===== config.mk =====
export PLATFORM = sky130hd
export DESIGN_NAME = procedural_icon_pixel_shader_core
export DESIGN_NICKNAME = d
export VERILOG_FILES = /design/src/hdl/picsh_pkg.sv /design/src/hdl/picsh_front.sv /design/src/hdl/picsh_cmp.sv /design/src/hdl/picsh_out.sv /design/src/hdl/procedural_icon_pixel_shader_core.sv
export SDC_FILE = /design/constraint.sdc
export NUM_CORES = 1
export LEC_CHECK = 0
export ABC_AREA = 1
export BUFFER_PORTS_ARGS = -buffer_cell sky130_fd_sc_hd__buf_2
export CAP_MARGIN = 10
export CORE_AREA = 2 2 215 259
export CTS_BUF_LIST = sky130_fd_sc_hd__clkbuf_4 sky130_fd_sc_hd__clkbuf_8
export DETAILED_ROUTE_END_ITERATION = 10
export DIE_AREA = 0 0 217 261
export SLEW_MARGIN = 20
export SYNTH_ARGS = -nofsm -noshare
export SYNTH_HDL_FRONTEND = slang
export SYNTH_SLANG_ARGS = --single-unit

===== constraint.sdc =====
create_clock -name i_clk -period 16 [get_ports i_clk]
set_input_delay 2.4 -clock i_clk [delete_from_list [all_inputs] [get_ports i_clk]]
set_output_delay 2.4 -clock i_clk [all_outputs]
set_load 0.02 [all_outputs]

===== src/hdl/picsh_pkg.sv =====
// Package: shared constants, register indexes and stage structs of the icon pixel shader.
`default_nettype none

package picsh_pkg;

    localparam int ICON_SIDE_DEF = 200;

    localparam int COORD_W  = 8;
    localparam int RADIUS_W = 7;
    localparam int COLOR_W  = 16;
    localparam int CFG_IDX_W = 3;
    localparam int SQ_W     = 2 * COORD_W;
    localparam int R2_W     = 2 * RADIUS_W;
    localparam int SUM_W    = SQ_W + 1;

    localparam logic [COORD_W-1:0] CENTER_X  = 8'd100;
    localparam logic [COORD_W-1:0] CENTER_Y  = 8'd100;
    localparam logic [COORD_W-1:0] LEFT_X    = 8'd77;
    localparam logic [COORD_W-1:0] RIGHT_X   = 8'd127;
    localparam logic [COORD_W-1:0] EYE_TOP_Y = 8'd92;
    localparam logic [COORD_W-1:0] EYE_BOT_Y = 8'd112;

    localparam logic [RADIUS_W-1:0] BALL_RADIUS_RST = 7'd70;
    localparam logic [RADIUS_W-1:0] EDGE_RADIUS_RST = 7'd72;
    localparam logic [RADIUS_W-1:0] EYE_RADIUS_RST  = 7'd8;
    localparam logic [COLOR_W-1:0]  CANVAS_COLOR_RST = 16'd2113;
    localparam logic [COLOR_W-1:0]  EDGE_COLOR_RST   = 16'd57083;
    localparam logic [COLOR_W-1:0]  BALL_COLOR_RST   = 16'd65502;
    localparam logic [COLOR_W-1:0]  EYE_COLOR_RST    = 16'd4258;

    typedef enum logic [CFG_IDX_W-1:0] {
        REG_BALL_RADIUS  = 3'd0,
        REG_EDGE_RADIUS  = 3'd1,
        REG_EYE_RADIUS   = 3'd2,
        REG_CANVAS_COLOR = 3'd3,
        REG_EDGE_COLOR   = 3'd4,
        REG_BALL_COLOR   = 3'd5,
        REG_EYE_COLOR    = 3'd6
    } t_cfg_idx;

    // squared distances, after the multiply stage
    typedef struct packed {
        logic            valid;
        logic            oor;
        logic [SQ_W-1:0] sq_cx;
        logic [SQ_W-1:0] sq_cy;
        logic [SQ_W-1:0] sq_lx;
        logic [SQ_W-1:0] sq_rx;
        logic [SQ_W-1:0] sq_dy;
        logic [R2_W-1:0] r2_ball;
        logic [R2_W-1:0] r2_edge;
        logic [R2_W-1:0] r2_eye;
    } t_sq;

    // region flags, after the compare stage
    typedef struct packed {
        logic valid;
        logic oor;
        logic in_ball;
        logic in_ring;
        logic in_eye;
    } t_hit;

    function automatic logic [COORD_W-1:0] f_absdiff(input logic [COORD_W-1:0] a,
                                                     input logic [COORD_W-1:0] b);
        f_absdiff = (a >= b) ? (a - b) : (b - a);
    endfunction

endpackage

`default_nettype wire


===== src/hdl/picsh_front.sv =====
// Front stages: coordinate offsets, then squared distances and squared radii.
`default_nettype none

module picsh_front #(
    parameter int ICON_SIDE = picsh_pkg::ICON_SIDE_DEF
) (
    input  wire                                   i_clk,
    input  wire                                   i_rst_n,
    input  wire                                   i_en,
    input  wire                                   i_valid,
    input  wire  [picsh_pkg::COORD_W-1:0]         i_pixel_x,
    input  wire  [picsh_pkg::COORD_W-1:0]         i_pixel_y,
    input  wire  [picsh_pkg::RADIUS_W-1:0]        i_ball_radius,
    input  wire  [picsh_pkg::RADIUS_W-1:0]        i_edge_radius,
    input  wire  [picsh_pkg::RADIUS_W-1:0]        i_eye_radius,
    output picsh_pkg::t_sq                        o_sq
);

    localparam int W = picsh_pkg::COORD_W;

    logic         r_v1;
    logic         r_oor1;
    logic [W-1:0] r_dcx;
    logic [W-1:0] r_dcy;
    logic [W-1:0] r_dlx;
    logic [W-1:0] r_drx;
    logic [W-1:0] r_ddy;
    logic [W-1:0] n_ddy;
    logic         n_oor;
    picsh_pkg::t_sq r_sq;

    always_comb begin
        n_oor = (32'(i_pixel_x) >= 32'(ICON_SIDE)) || (32'(i_pixel_y) >= 32'(ICON_SIDE));
        if (i_pixel_y < picsh_pkg::EYE_TOP_Y) begin
            n_ddy = picsh_pkg::EYE_TOP_Y - i_pixel_y;
        end else if (i_pixel_y > picsh_pkg::EYE_BOT_Y) begin
            n_ddy = i_pixel_y - picsh_pkg::EYE_BOT_Y;
        end else begin
            n_ddy = '0;
        end
    end

    always_ff @(posedge i_clk) begin
        if (!i_rst_n) begin
            r_v1     <= 1'b0;
            r_sq.valid <= 1'b0;
        end else if (i_en) begin
            r_v1     <= i_valid;
            r_sq.valid <= r_v1;
        end
        if (i_en) begin
            r_oor1 <= n_oor;
            r_dcx  <= picsh_pkg::f_absdiff(i_pixel_x, picsh_pkg::CENTER_X);
            r_dcy  <= picsh_pkg::f_absdiff(i_pixel_y, picsh_pkg::CENTER_Y);
            r_dlx  <= picsh_pkg::f_absdiff(i_pixel_x, picsh_pkg::LEFT_X);
            r_drx  <= picsh_pkg::f_absdiff(i_pixel_x, picsh_pkg::RIGHT_X);
            r_ddy  <= n_ddy;

            r_sq.oor     <= r_oor1;
            r_sq.sq_cx   <= picsh_pkg::SQ_W'(r_dcx) * picsh_pkg::SQ_W'(r_dcx);
            r_sq.sq_cy   <= picsh_pkg::SQ_W'(r_dcy) * picsh_pkg::SQ_W'(r_dcy);
            r_sq.sq_lx   <= picsh_pkg::SQ_W'(r_dlx) * picsh_pkg::SQ_W'(r_dlx);
            r_sq.sq_rx   <= picsh_pkg::SQ_W'(r_drx) * picsh_pkg::SQ_W'(r_drx);
            r_sq.sq_dy   <= picsh_pkg::SQ_W'(r_ddy) * picsh_pkg::SQ_W'(r_ddy);
            r_sq.r2_ball <= picsh_pkg::R2_W'(i_ball_radius) * picsh_pkg::R2_W'(i_ball_radius);
            r_sq.r2_edge <= picsh_pkg::R2_W'(i_edge_radius) * picsh_pkg::R2_W'(i_edge_radius);
            r_sq.r2_eye  <= picsh_pkg::R2_W'(i_eye_radius) * picsh_pkg::R2_W'(i_eye_radius);
        end
    end

    assign o_sq = r_sq;

endmodule

`default_nettype wire


===== src/hdl/picsh_cmp.sv =====
// Compare stage: ball, ring and eye capsule tests on squared distances.
`default_nettype none

module picsh_cmp (
    input  wire             i_clk,
    input  wire             i_rst_n,
    input  wire             i_en,
    input  picsh_pkg::t_sq  i_sq,
    output picsh_pkg::t_hit o_hit
);

    localparam int S = picsh_pkg::SUM_W;

    logic [S-1:0] n_dc2;
    logic [S-1:0] n_dl2;
    logic [S-1:0] n_dr2;
    picsh_pkg::t_hit r_hit;

    // capsules are vertical, so distance folds to dx^2 + dy_outside^2
    always_comb begin
        n_dc2 = S'(i_sq.sq_cx) + S'(i_sq.sq_cy);
        n_dl2 = S'(i_sq.sq_lx) + S'(i_sq.sq_dy);
        n_dr2 = S'(i_sq.sq_rx) + S'(i_sq.sq_dy);
    end

    always_ff @(posedge i_clk) begin
        if (!i_rst_n) begin
            r_hit.valid <= 1'b0;
        end else if (i_en) begin
            r_hit.valid <= i_sq.valid;
        end
        if (i_en) begin
            r_hit.oor     <= i_sq.oor;
            r_hit.in_ball <= n_dc2 < S'(i_sq.r2_ball);
            r_hit.in_ring <= n_dc2 < S'(i_sq.r2_edge);
            r_hit.in_eye  <= (n_dl2 < S'(i_sq.r2_eye)) || (n_dr2 < S'(i_sq.r2_eye));
        end
    end

    assign o_hit = r_hit;

endmodule

`default_nettype wire


===== src/hdl/picsh_out.sv =====
// Output stage: color select into an output register with a one-word skid buffer.
`default_nettype none

module picsh_out (
    input  wire                            i_clk,
    input  wire                            i_rst_n,
    input  picsh_pkg::t_hit                i_hit,
    input  wire  [picsh_pkg::COLOR_W-1:0]  i_canvas_color,
    input  wire  [picsh_pkg::COLOR_W-1:0]  i_edge_color,
    input  wire  [picsh_pkg::COLOR_W-1:0]  i_ball_color,
    input  wire  [picsh_pkg::COLOR_W-1:0]  i_eye_color,
    output logic                           o_en,
    output logic                           o_out_valid,
    input  wire                            i_out_ready,
    output logic [picsh_pkg::COLOR_W-1:0]  o_pixel_color
);

    localparam int C = picsh_pkg::COLOR_W;

    logic         r_out_valid;
    logic [C-1:0] r_out_color;
    logic         r_skid_valid;
    logic [C-1:0] r_skid_color;
    logic [C-1:0] n_color;
    logic         push;
    logic         pop;

    always_comb begin
        priority if (i_hit.oor) begin
            n_color = i_canvas_color;
        end else if (i_hit.in_ball) begin
            n_color = i_hit.in_eye ? i_eye_color : i_ball_color;
        end else if (i_hit.in_ring) begin
            n_color = i_edge_color;
        end else begin
            n_color = i_canvas_color;
        end
    end

    assign o_en = !r_skid_valid;
    assign push = i_hit.valid && !r_skid_valid;
    assign pop  = r_out_valid && i_out_ready;

    always_ff @(posedge i_clk) begin
        if (!i_rst_n) begin
            r_out_valid  <= 1'b0;
            r_skid_valid <= 1'b0;
        end else if (r_skid_valid) begin
            if (pop) begin
                r_out_color  <= r_skid_color;
                r_skid_valid <= 1'b0;
            end
        end else if (push) begin
            if (!r_out_valid || pop) begin
                r_out_valid <= 1'b1;
                r_out_color <= n_color;
            end else begin
                r_skid_valid <= 1'b1;
                r_skid_color <= n_color;
            end
        end else if (pop) begin
            r_out_valid <= 1'b0;
        end
    end

    assign o_out_valid   = r_out_valid;
    assign o_pixel_color = r_out_color;

    a_skid_needs_out: assert property (@(posedge i_clk) disable iff (!i_rst_n)
        r_skid_valid |-> r_out_valid)
        else $error("skid word held with empty output register");

    a_stall_to_skid: assert property (@(posedge i_clk) disable iff (!i_rst_n)
        push && r_out_valid && !i_out_ready |=> r_skid_valid)
        else $error("word arriving on a stalled output was not caught by the skid");

    a_skid_holds: assert property (@(posedge i_clk) disable iff (!i_rst_n)
        r_skid_valid && !i_out_ready |=> r_skid_valid && $stable(r_skid_color))
        else $error("skid word changed or dropped while stalled");

endmodule

`default_nettype wire


===== src/hdl/procedural_icon_pixel_shader_core.sv =====
// Top level: configuration registers and the four-stage pixel shader pipeline.
`default_nettype none

// Pixel shader for the sphere icon: one word (pixel_x, pixel_y) in, one RGB565
// word out. Throughput is one word per clock while o_in_ready is high; o_out_valid
// rises once the word has passed four registers (offsets, squares, compares,
// color register). The output register plus a one-word skid buffer catch the word
// that arrives while the sink stalls; o_in_ready then drops for as long as the skid
// word is held.
// Registers are written through i_cfg_we/i_cfg_idx/i_cfg_data and must only be
// changed while no word is in flight.
module procedural_icon_pixel_shader_core #(
    parameter int ICON_SIDE = picsh_pkg::ICON_SIDE_DEF
) (
    input  wire                               i_clk,
    input  wire                               i_rst_n,
    input  wire                               i_cfg_we,
    input  wire  [picsh_pkg::CFG_IDX_W-1:0]   i_cfg_idx,
    input  wire  [picsh_pkg::COLOR_W-1:0]     i_cfg_data,
    input  wire                               i_in_valid,
    output logic                              o_in_ready,
    input  wire  [picsh_pkg::COORD_W-1:0]     i_pixel_x,
    input  wire  [picsh_pkg::COORD_W-1:0]     i_pixel_y,
    output logic                              o_out_valid,
    input  wire                               i_out_ready,
    output logic [picsh_pkg::COLOR_W-1:0]     o_pixel_color
);

    localparam int RW = picsh_pkg::RADIUS_W;
    localparam int CW = picsh_pkg::COLOR_W;

    logic [RW-1:0] r_ball_radius;
    logic [RW-1:0] r_edge_radius;
    logic [RW-1:0] r_eye_radius;
    logic [CW-1:0] r_canvas_color;
    logic [CW-1:0] r_edge_color;
    logic [CW-1:0] r_ball_color;
    logic [CW-1:0] r_eye_color;

    logic            en;
    picsh_pkg::t_sq  sq;
    picsh_pkg::t_hit hit;

    always_ff @(posedge i_clk) begin
        if (!i_rst_n) begin
            r_ball_radius  <= picsh_pkg::BALL_RADIUS_RST;
            r_edge_radius  <= picsh_pkg::EDGE_RADIUS_RST;
            r_eye_radius   <= picsh_pkg::EYE_RADIUS_RST;
            r_canvas_color <= picsh_pkg::CANVAS_COLOR_RST;
            r_edge_color   <= picsh_pkg::EDGE_COLOR_RST;
            r_ball_color   <= picsh_pkg::BALL_COLOR_RST;
            r_eye_color    <= picsh_pkg::EYE_COLOR_RST;
        end else if (i_cfg_we) begin
            unique case (picsh_pkg::t_cfg_idx'(i_cfg_idx))
                picsh_pkg::REG_BALL_RADIUS:  r_ball_radius  <= i_cfg_data[RW-1:0];
                picsh_pkg::REG_EDGE_RADIUS:  r_edge_radius  <= i_cfg_data[RW-1:0];
                picsh_pkg::REG_EYE_RADIUS:   r_eye_radius   <= i_cfg_data[RW-1:0];
                picsh_pkg::REG_CANVAS_COLOR: r_canvas_color <= i_cfg_data;
                picsh_pkg::REG_EDGE_COLOR:   r_edge_color   <= i_cfg_data;
                picsh_pkg::REG_BALL_COLOR:   r_ball_color   <= i_cfg_data;
                picsh_pkg::REG_EYE_COLOR:    r_eye_color    <= i_cfg_data;
                default: begin
                end
            endcase
        end
    end

    picsh_front #(
        .ICON_SIDE (ICON_SIDE)
    ) u_front (
        .i_clk         (i_clk),
        .i_rst_n       (i_rst_n),
        .i_en          (en),
        .i_valid       (i_in_valid),
        .i_pixel_x     (i_pixel_x),
        .i_pixel_y     (i_pixel_y),
        .i_ball_radius (r_ball_radius),
        .i_edge_radius (r_edge_radius),
        .i_eye_radius  (r_eye_radius),
        .o_sq          (sq)
    );

    picsh_cmp u_cmp (
        .i_clk   (i_clk),
        .i_rst_n (i_rst_n),
        .i_en    (en),
        .i_sq    (sq),
        .o_hit   (hit)
    );

    picsh_out u_out (
        .i_clk          (i_clk),
        .i_rst_n        (i_rst_n),
        .i_hit          (hit),
        .i_canvas_color (r_canvas_color),
        .i_edge_color   (r_edge_color),
        .i_ball_color   (r_ball_color),
        .i_eye_color    (r_eye_color),
        .o_en           (en),
        .o_out_valid    (o_out_valid),
        .i_out_ready    (i_out_ready),
        .o_pixel_color  (o_pixel_color)
    );

    assign o_in_ready = en;

endmodule

`default_nettype wire

Word level (Yosys, flattened, before mapping)
Cells that the tools add are included.
{"block": "totals", "ff_bits": 290, "latch_bits": 0, "ramBits": 0, "romBits": 0, "input_bits": 40, "output_inout_bits": 18, "wordCells": 118, "mem_count": 0}
{"block": "op_classes", "n_addsub": 13, "n_mul": 8, "n_div": 0, "n_lt_le_gt_ge": 12, "n_eq_ne": 8, "shift": 0, "mux": 21, "n_bitwise": 2, "n_reduce_logical": 21}
{"cell": "$mux W16", "n": 8}
{"cell": "$mul A8 B8 Y16", "n": 5}
{"cell": "$lt A17 B14 Y1", "n": 4}
{"cell": "$add A16 B16 Y17", "n": 3}
{"cell": "$mux W8", "n": 6}
{"cell": "$mul A7 B7 Y14", "n": 3}
{"cell": "$sub A7 B8 Y8 const A", "n": 5}
{"cell": "$sub A8 B7 Y8 const B", "n": 5}
{"cell": "$ge A8 B7 Y1 const B", "n": 4}
{"cell": "$ge A8 B8 Y1 const B", "n": 2}
{"cell": "$reduce_and A2 Y1", "n": 7}
{"cell": "$eq A3 B3 Y1 const B", "n": 3}
{"cell": "$gt A8 B7 Y1 const B", "n": 1}
{"cell": "$lt A8 B7 Y1 const B", "n": 1}
{"cell": "$reduce_and A4 Y1", "n": 2}
{"cell": "$mux W1", "n": 7}
{"cell": "$eq A3 B2 Y1 const B", "n": 2}
{"cell": "$reduce_bool A2 Y1", "n": 3}
{"cell": "$ne A2 B2 Y1 const B", "n": 2}
{"cell": "$eq A3 B1 Y1 const B", "n": 1}
{"cell": "$logic_not A3 Y1", "n": 1}
{"cell": "$logic_or A1 B1 Y1", "n": 3}
{"cell": "$reduce_and A3 Y1", "n": 1}
{"cell": "$logic_and A1 B1 Y1", "n": 2}
{"cell": "2 further kinds", "n": 4}

Depth between registers and ports, before layout
{"block": "logic_depth", "ltp_word": 6, "ltp_mapped": 20, "depth_no_buf": 19}

Modules after synthesis
From an unflattened synthesis, not the netlist that was laid out.
{"block": "unflattened", "cells_unflattened": 3974, "area_unflattened_um2": 29299.4}
{"module": "picsh_front", "n_inst": 1, "cells_each": 2591, "area_per_inst_um2": 19725.2, "seq_area_each_um2": 4724.5}
{"module": "picsh_cmp", "n_inst": 1, "cells_each": 607, "area_per_inst_um2": 3861.2, "seq_area_each_um2": 140.1}
{"module": "procedural_icon_pixel_shader_core", "n_inst": 1, "cells_each": 454, "area_per_inst_um2": 3269.4, "seq_area_each_um2": 1701.6}
{"module": "picsh_out", "n_inst": 1, "cells_each": 322, "area_per_inst_um2": 2443.6, "seq_area_each_um2": 1001.0}

Least setup slack after synthesis
No wires, ideal clock.
{"block": "synth_path", "path_type": "register to output", "from": "register u_out.r_skid_valid", "to": "output o_in_ready", "arrival_ps": 5277, "required_time_ps": 13600, "slack_ps": 8323, "stages_incl_launch_ff": 4, "path_buffers": 2, "path_cell_list": "dfxtp_1 -> clkbuf_1 -> inv_1 -> clkbuf_1"}
{"block": "synth_via", "elab_chain_len": 1}
{"item": "from (decl)", "line": "picsh_out.sv:22", "text": "logic r_skid_valid;"}
{"item": "from (signal assigned)", "line": "picsh_out.sv:47", "text": "r_skid_valid <= 1'b0;"}
{"item": "from (signal assigned)", "line": "picsh_out.sv:51", "text": "r_skid_valid <= 1'b0;"}
{"item": "from (signal assigned)", "line": "picsh_out.sv:58", "text": "r_skid_valid <= 1'b1;"}
{"item": "$logic_not A1 Y1", "line": "picsh_out.sv:40", "text": "assign o_en = !r_skid_valid;"}
{"item": "to (decl)", "line": "procedural_icon_pixel_shader_core.sv:21", "text": "output logic o_in_ready,"}
Every way passes these cells.

Final worst setup path
{"block": "layout_path", "from": "register r_edge_radius[0]", "to": "register u_front.r_sq, in the netlist u_front.o_sq[25] (data pin)"}
{"block": "layout_via", "elab_chain_len": 1}
{"item": "from (decl)", "line": "procedural_icon_pixel_shader_core.sv:33", "text": "logic [RW-1:0] r_edge_radius;"}
{"item": "from (signal assigned)", "line": "procedural_icon_pixel_shader_core.sv:47", "text": "r_edge_radius <= picsh_pkg::EDGE_RADIUS_RST;"}
{"item": "from (signal assigned)", "line": "procedural_icon_pixel_shader_core.sv:56", "text": "picsh_pkg::REG_EDGE_RADIUS: r_edge_radius <= i_cfg_data[RW-1:0];"}
{"item": "$mul A7 B7 Y14", "line": "picsh_front.sv:66", "text": "r_sq.r2_edge <= picsh_pkg::R2_W'(i_edge_radius) * picsh_pkg::R2_W'(i_edge_radius);"}
{"item": "to (decl)", "line": "picsh_front.sv:30", "text": "picsh_pkg::t_sq r_sq;"}
Every way passes these cells.
A chain may end at the register's enable or synchronous reset.

==> metrics.txt <==
HPWL Detailed=43.4 mm; NetSw=2100 uW; Seq/Total Area, Yosys=28.8%; setup ws final=11.51 ns; ys flop type=edfxtp_1; clock network power share=approximately 16%; Mapped Cells=3,170; P per Cell Area=165 nW/um^2; clk sinks=between 200 and 300; Placed Cells incl. Taps=3,863; TritonCTS Buffers=49; synthesis-to-finish area growth=7.50%; Ports=58; root buf cell=clkbuf_8; Place WS=11.28 ns; via count=19,600; type of the worst setup path=reg2reg; Final Hold Viols=0; share of power burned in registers=approximately a quarter; main combinational cell family by area after synthesis=adder cells; TritonCTS clock tree=built; total core area=54,300 um^2; multiplexer share of the synthesized area=less than 1%; worst-case reg-to-reg path depth=16; # port buffers=57; Adder-Cell Fraction of Synth Area=28.5%; share of cells above drive strength 1=6.84%; VDD IR-drop max=0.0975 mV; Least-Margin Pin Slew=0.971 ns; Resized cells post-CTS=0; final max-slew violation count=0; DRC=0; crit path time final=4.49 ns; CP Data Arrival Time=4.90 ns; simple-gate share of the synthesized area=16.2%; Synth Area in XOR/XNOR=about 6.0%; hold_ws=0.421 ns; Design Area, Final=around 28,000 um^2; post-route clock period utilization=28.1%; RSZ-0062 raised after global routing=false; vias per inst=4.96; largest net degree at the start of global routing=92; Iteration-0 DRC Markers=1,019; post-synthesis async set-or-reset flop share=0%; Synth top area share=22.0%; Die X=around 220 um; synth unique cells=59; Power Internal=2560 uW; Crit Path Max Fanout=9; area of the mapped netlist=26,300 um^2; initial core utilization=48.3%; routed len/inst=13.8 um; CP Data Required Time=16.40 ns; synth warn=0; first-pass GRT wire length=roughly 93 mm; switch share=approximately 45%; EDFF count, synth=192; Final nets=approximately 3,700; complex-gate fraction of the synthesized area=8.87%; Tot GR Track Use=19.9%; initial antenna violation count=0; Post-CTS Setup Bufs=0; maximum clock insertion buffer count=3; Hold Crit Class=reg2reg; post-route ant nets=0; f_max=223 MHz; worst clock skew=0.0311 ns; DRT Pass-1 Iters=6; Critical Path Source Type=register; CTS H-Tree Depth=2; CTS Hold Bufs=0; instance area after placement=27,100 um^2; CP Capture Type=register; die footprint=56,600 um^2; Synth area leader=edfxtp_1; Yosys reg bits=282; number of global-route vias before repair=20,200; Synth Area per Inst=about 8.3 um^2; Clk Latency, worst-skew pair=between 0.6 and 0.7 ns; max_cap viols=0; setup tns final=0 ns; row count=94; LEAKAGE=0.0152 uW; top cells by area, synth=edfxtp_1 (22%), ha_1 (16%), fa_1 (13%); clk slew on worst S/H paths=0.07 ns; final setup fails=0; Post-Route WL=around 54 mm; status=finished clean; Rel. slew slack=35.2%; Non-Filler Instances=3,954; Die Y=261 um; hold-critical path depth=0; Final Wtd Congestion=0.851; grt total ovfl=0; combinational power share=60.7%
[per-stage QoR]
| step | utilization [%] | total power (uW) |
|---|---|---|
| after floorplan | - | 3310 |
| after global placement | 49.9 | 3880 |
| final | 51.9 | 4660 |
| after CTS | 51.9 | 4730 |
| after global routing | 51.9 | 5210 |
| after detailed placement | 49.9 | 3960 |
[cells by family (layout without fill, tap and decap cells)]
logic type      count (synthesis)  in the layout
other cells                     1              3
mux                            16             16
compound gates                401            401
xor+xnor                      179            179
simple gates                 1040           1040
buf+inv                       752            814
fa+ha+maj                     499            499
flops                         282            282
[metal layers]
layer,track usage (%),vias to the layer above,wire [um]
met4,5.86,0,1230
li1,-,10100,-
met2,36.9,261,27400
met1,24.0,9196,24200
met3,2.43,88,1640
met5,0,-,0
[placed cells by master (no fill, tap or decap), types with 7 or more instances in the layout]
cell type | synthesis | layout
ha_1 | 333 | 333
o21ai_0 | 100 | 100
a21oi_1 | 160 | 160
clkbuf_8 | 0 | 56
mux2i_1 | 16 | 16
inv_2 | 21 | 21
nand3_1 | 131 | 131
nand2_2 | 8 | 8
fa_1 | 166 | 166
dfxtp_1 | 90 | 90
o21ai_1 | 46 | 46
xor2_1 | 125 | 125
nand2_1 | 652 | 652
clkbuf_4 | 0 | 21
edfxtp_1 | 192 | 192
a21o_1 | 8 | 8
xnor2_1 | 54 | 54
nor2_1 | 179 | 179
nand4_1 | 25 | 25
a31oi_1 | 14 | 14
nor3_1 | 29 | 28
buf_2 | 14 | 57
inv_1 | 636 | 635
buf_4 | 3 | 7
a21boi_1 | 8 | 8
o21bai_1 | 15 | 15
[state kept, by name (all words and copies together), names as in the netlist]
name                 count
r_ball_radius            7
u_front.r_dlx            8
u_out.r_skid_color      16
r_eye_color             16
r_edge_color            16
r_ball_color            16
u_out.r_skid_valid       1
r_canvas_color          16
u_front.r_v1             1
u_front.r_ddy            8
r_eye_radius             7
u_front.r_drx            8
u_front.r_dcy            8
u_front.r_dcx            8
u_cmp.o_hit              5
r_edge_radius            7
u_front.r_oor1           1
u_out.o_out_valid        1
u_front.o_sq           116
u_out.o_pixel_color     16
[critical path, stage by stage (launching register included)]
cell	delay [ns]
dfxtp_1	0.50
nand2_1	0.19
fa_1	0.55
fa_1	0.55
inv_1	0.05
fa_1	0.53
inv_1	0.06
fa_1	0.54
inv_1	0.04
ha_1	0.35
a21oi_1	0.21
nor2_1	0.06
a211oi_1	0.21
o21ai_2	0.13
nand3_1	0.09
nand2_1	0.06
xor2_1	0.14
[final timing paths]
kind,startpoint,endpoint,slack (ns)
max,r_edge_radius[0]$_SDFFE_PN0P_,u_front.o_sq[25]$_DFFE_PN_,11.51
min,u_front.r_oor1$_DFFE_PN_,u_front.o_sq[122]$_DFFE_PN_,0.42
min reg2reg,u_front.r_oor1$_DFFE_PN_,u_front.o_sq[122]$_DFFE_PN_,0.42
max reg2reg,r_edge_radius[0]$_SDFFE_PN0P_,u_front.o_sq[25]$_DFFE_PN_,11.51
[cell type report]
type                            count  area, um^2
Multi-Input combinational cell   2137       15800
Inverter                          660        2490
Tap cell                          720         901
Clock inverter                     13         176
Fill cell                        5172       26100
Clock buffer                       77         928
Timing Repair Buffer               64         338
Sequential cell                   282        7570
Antenna cell                        1        2.50
[power groups by stage]
stage	combinational, uW	sequential [uW]	clock (uW)
global route	3310	1110	789
finish	2830	1100	736
detailed placement	2840	1120	0
CTS	2870	1100	761
global placement	2760	1120	0
floorplan	2270	1040	0
[cell usage after synthesis (6+ instances only)]
cell type	instances
nand3_1	131
dfxtp_1	90
mux2i_1	16
nand4_1	25
nand2_1	652
a211oi_1	6
a21oi_1	160
buf_2	14
o21ai_1	46
fa_1	166
xnor2_1	54
o21bai_1	15
o21ai_2	6
nand2_2	8
nor2_1	179
xor2_1	125
inv_2	21
a31oi_1	14
o21ai_0	100
a21boi_1	8
a21o_1	8
ha_1	333
nor3_1	29
inv_1	636
edfxtp_1	192
clkbuf_1	71
No activity file was read; power rests on OpenSTA's default activity.
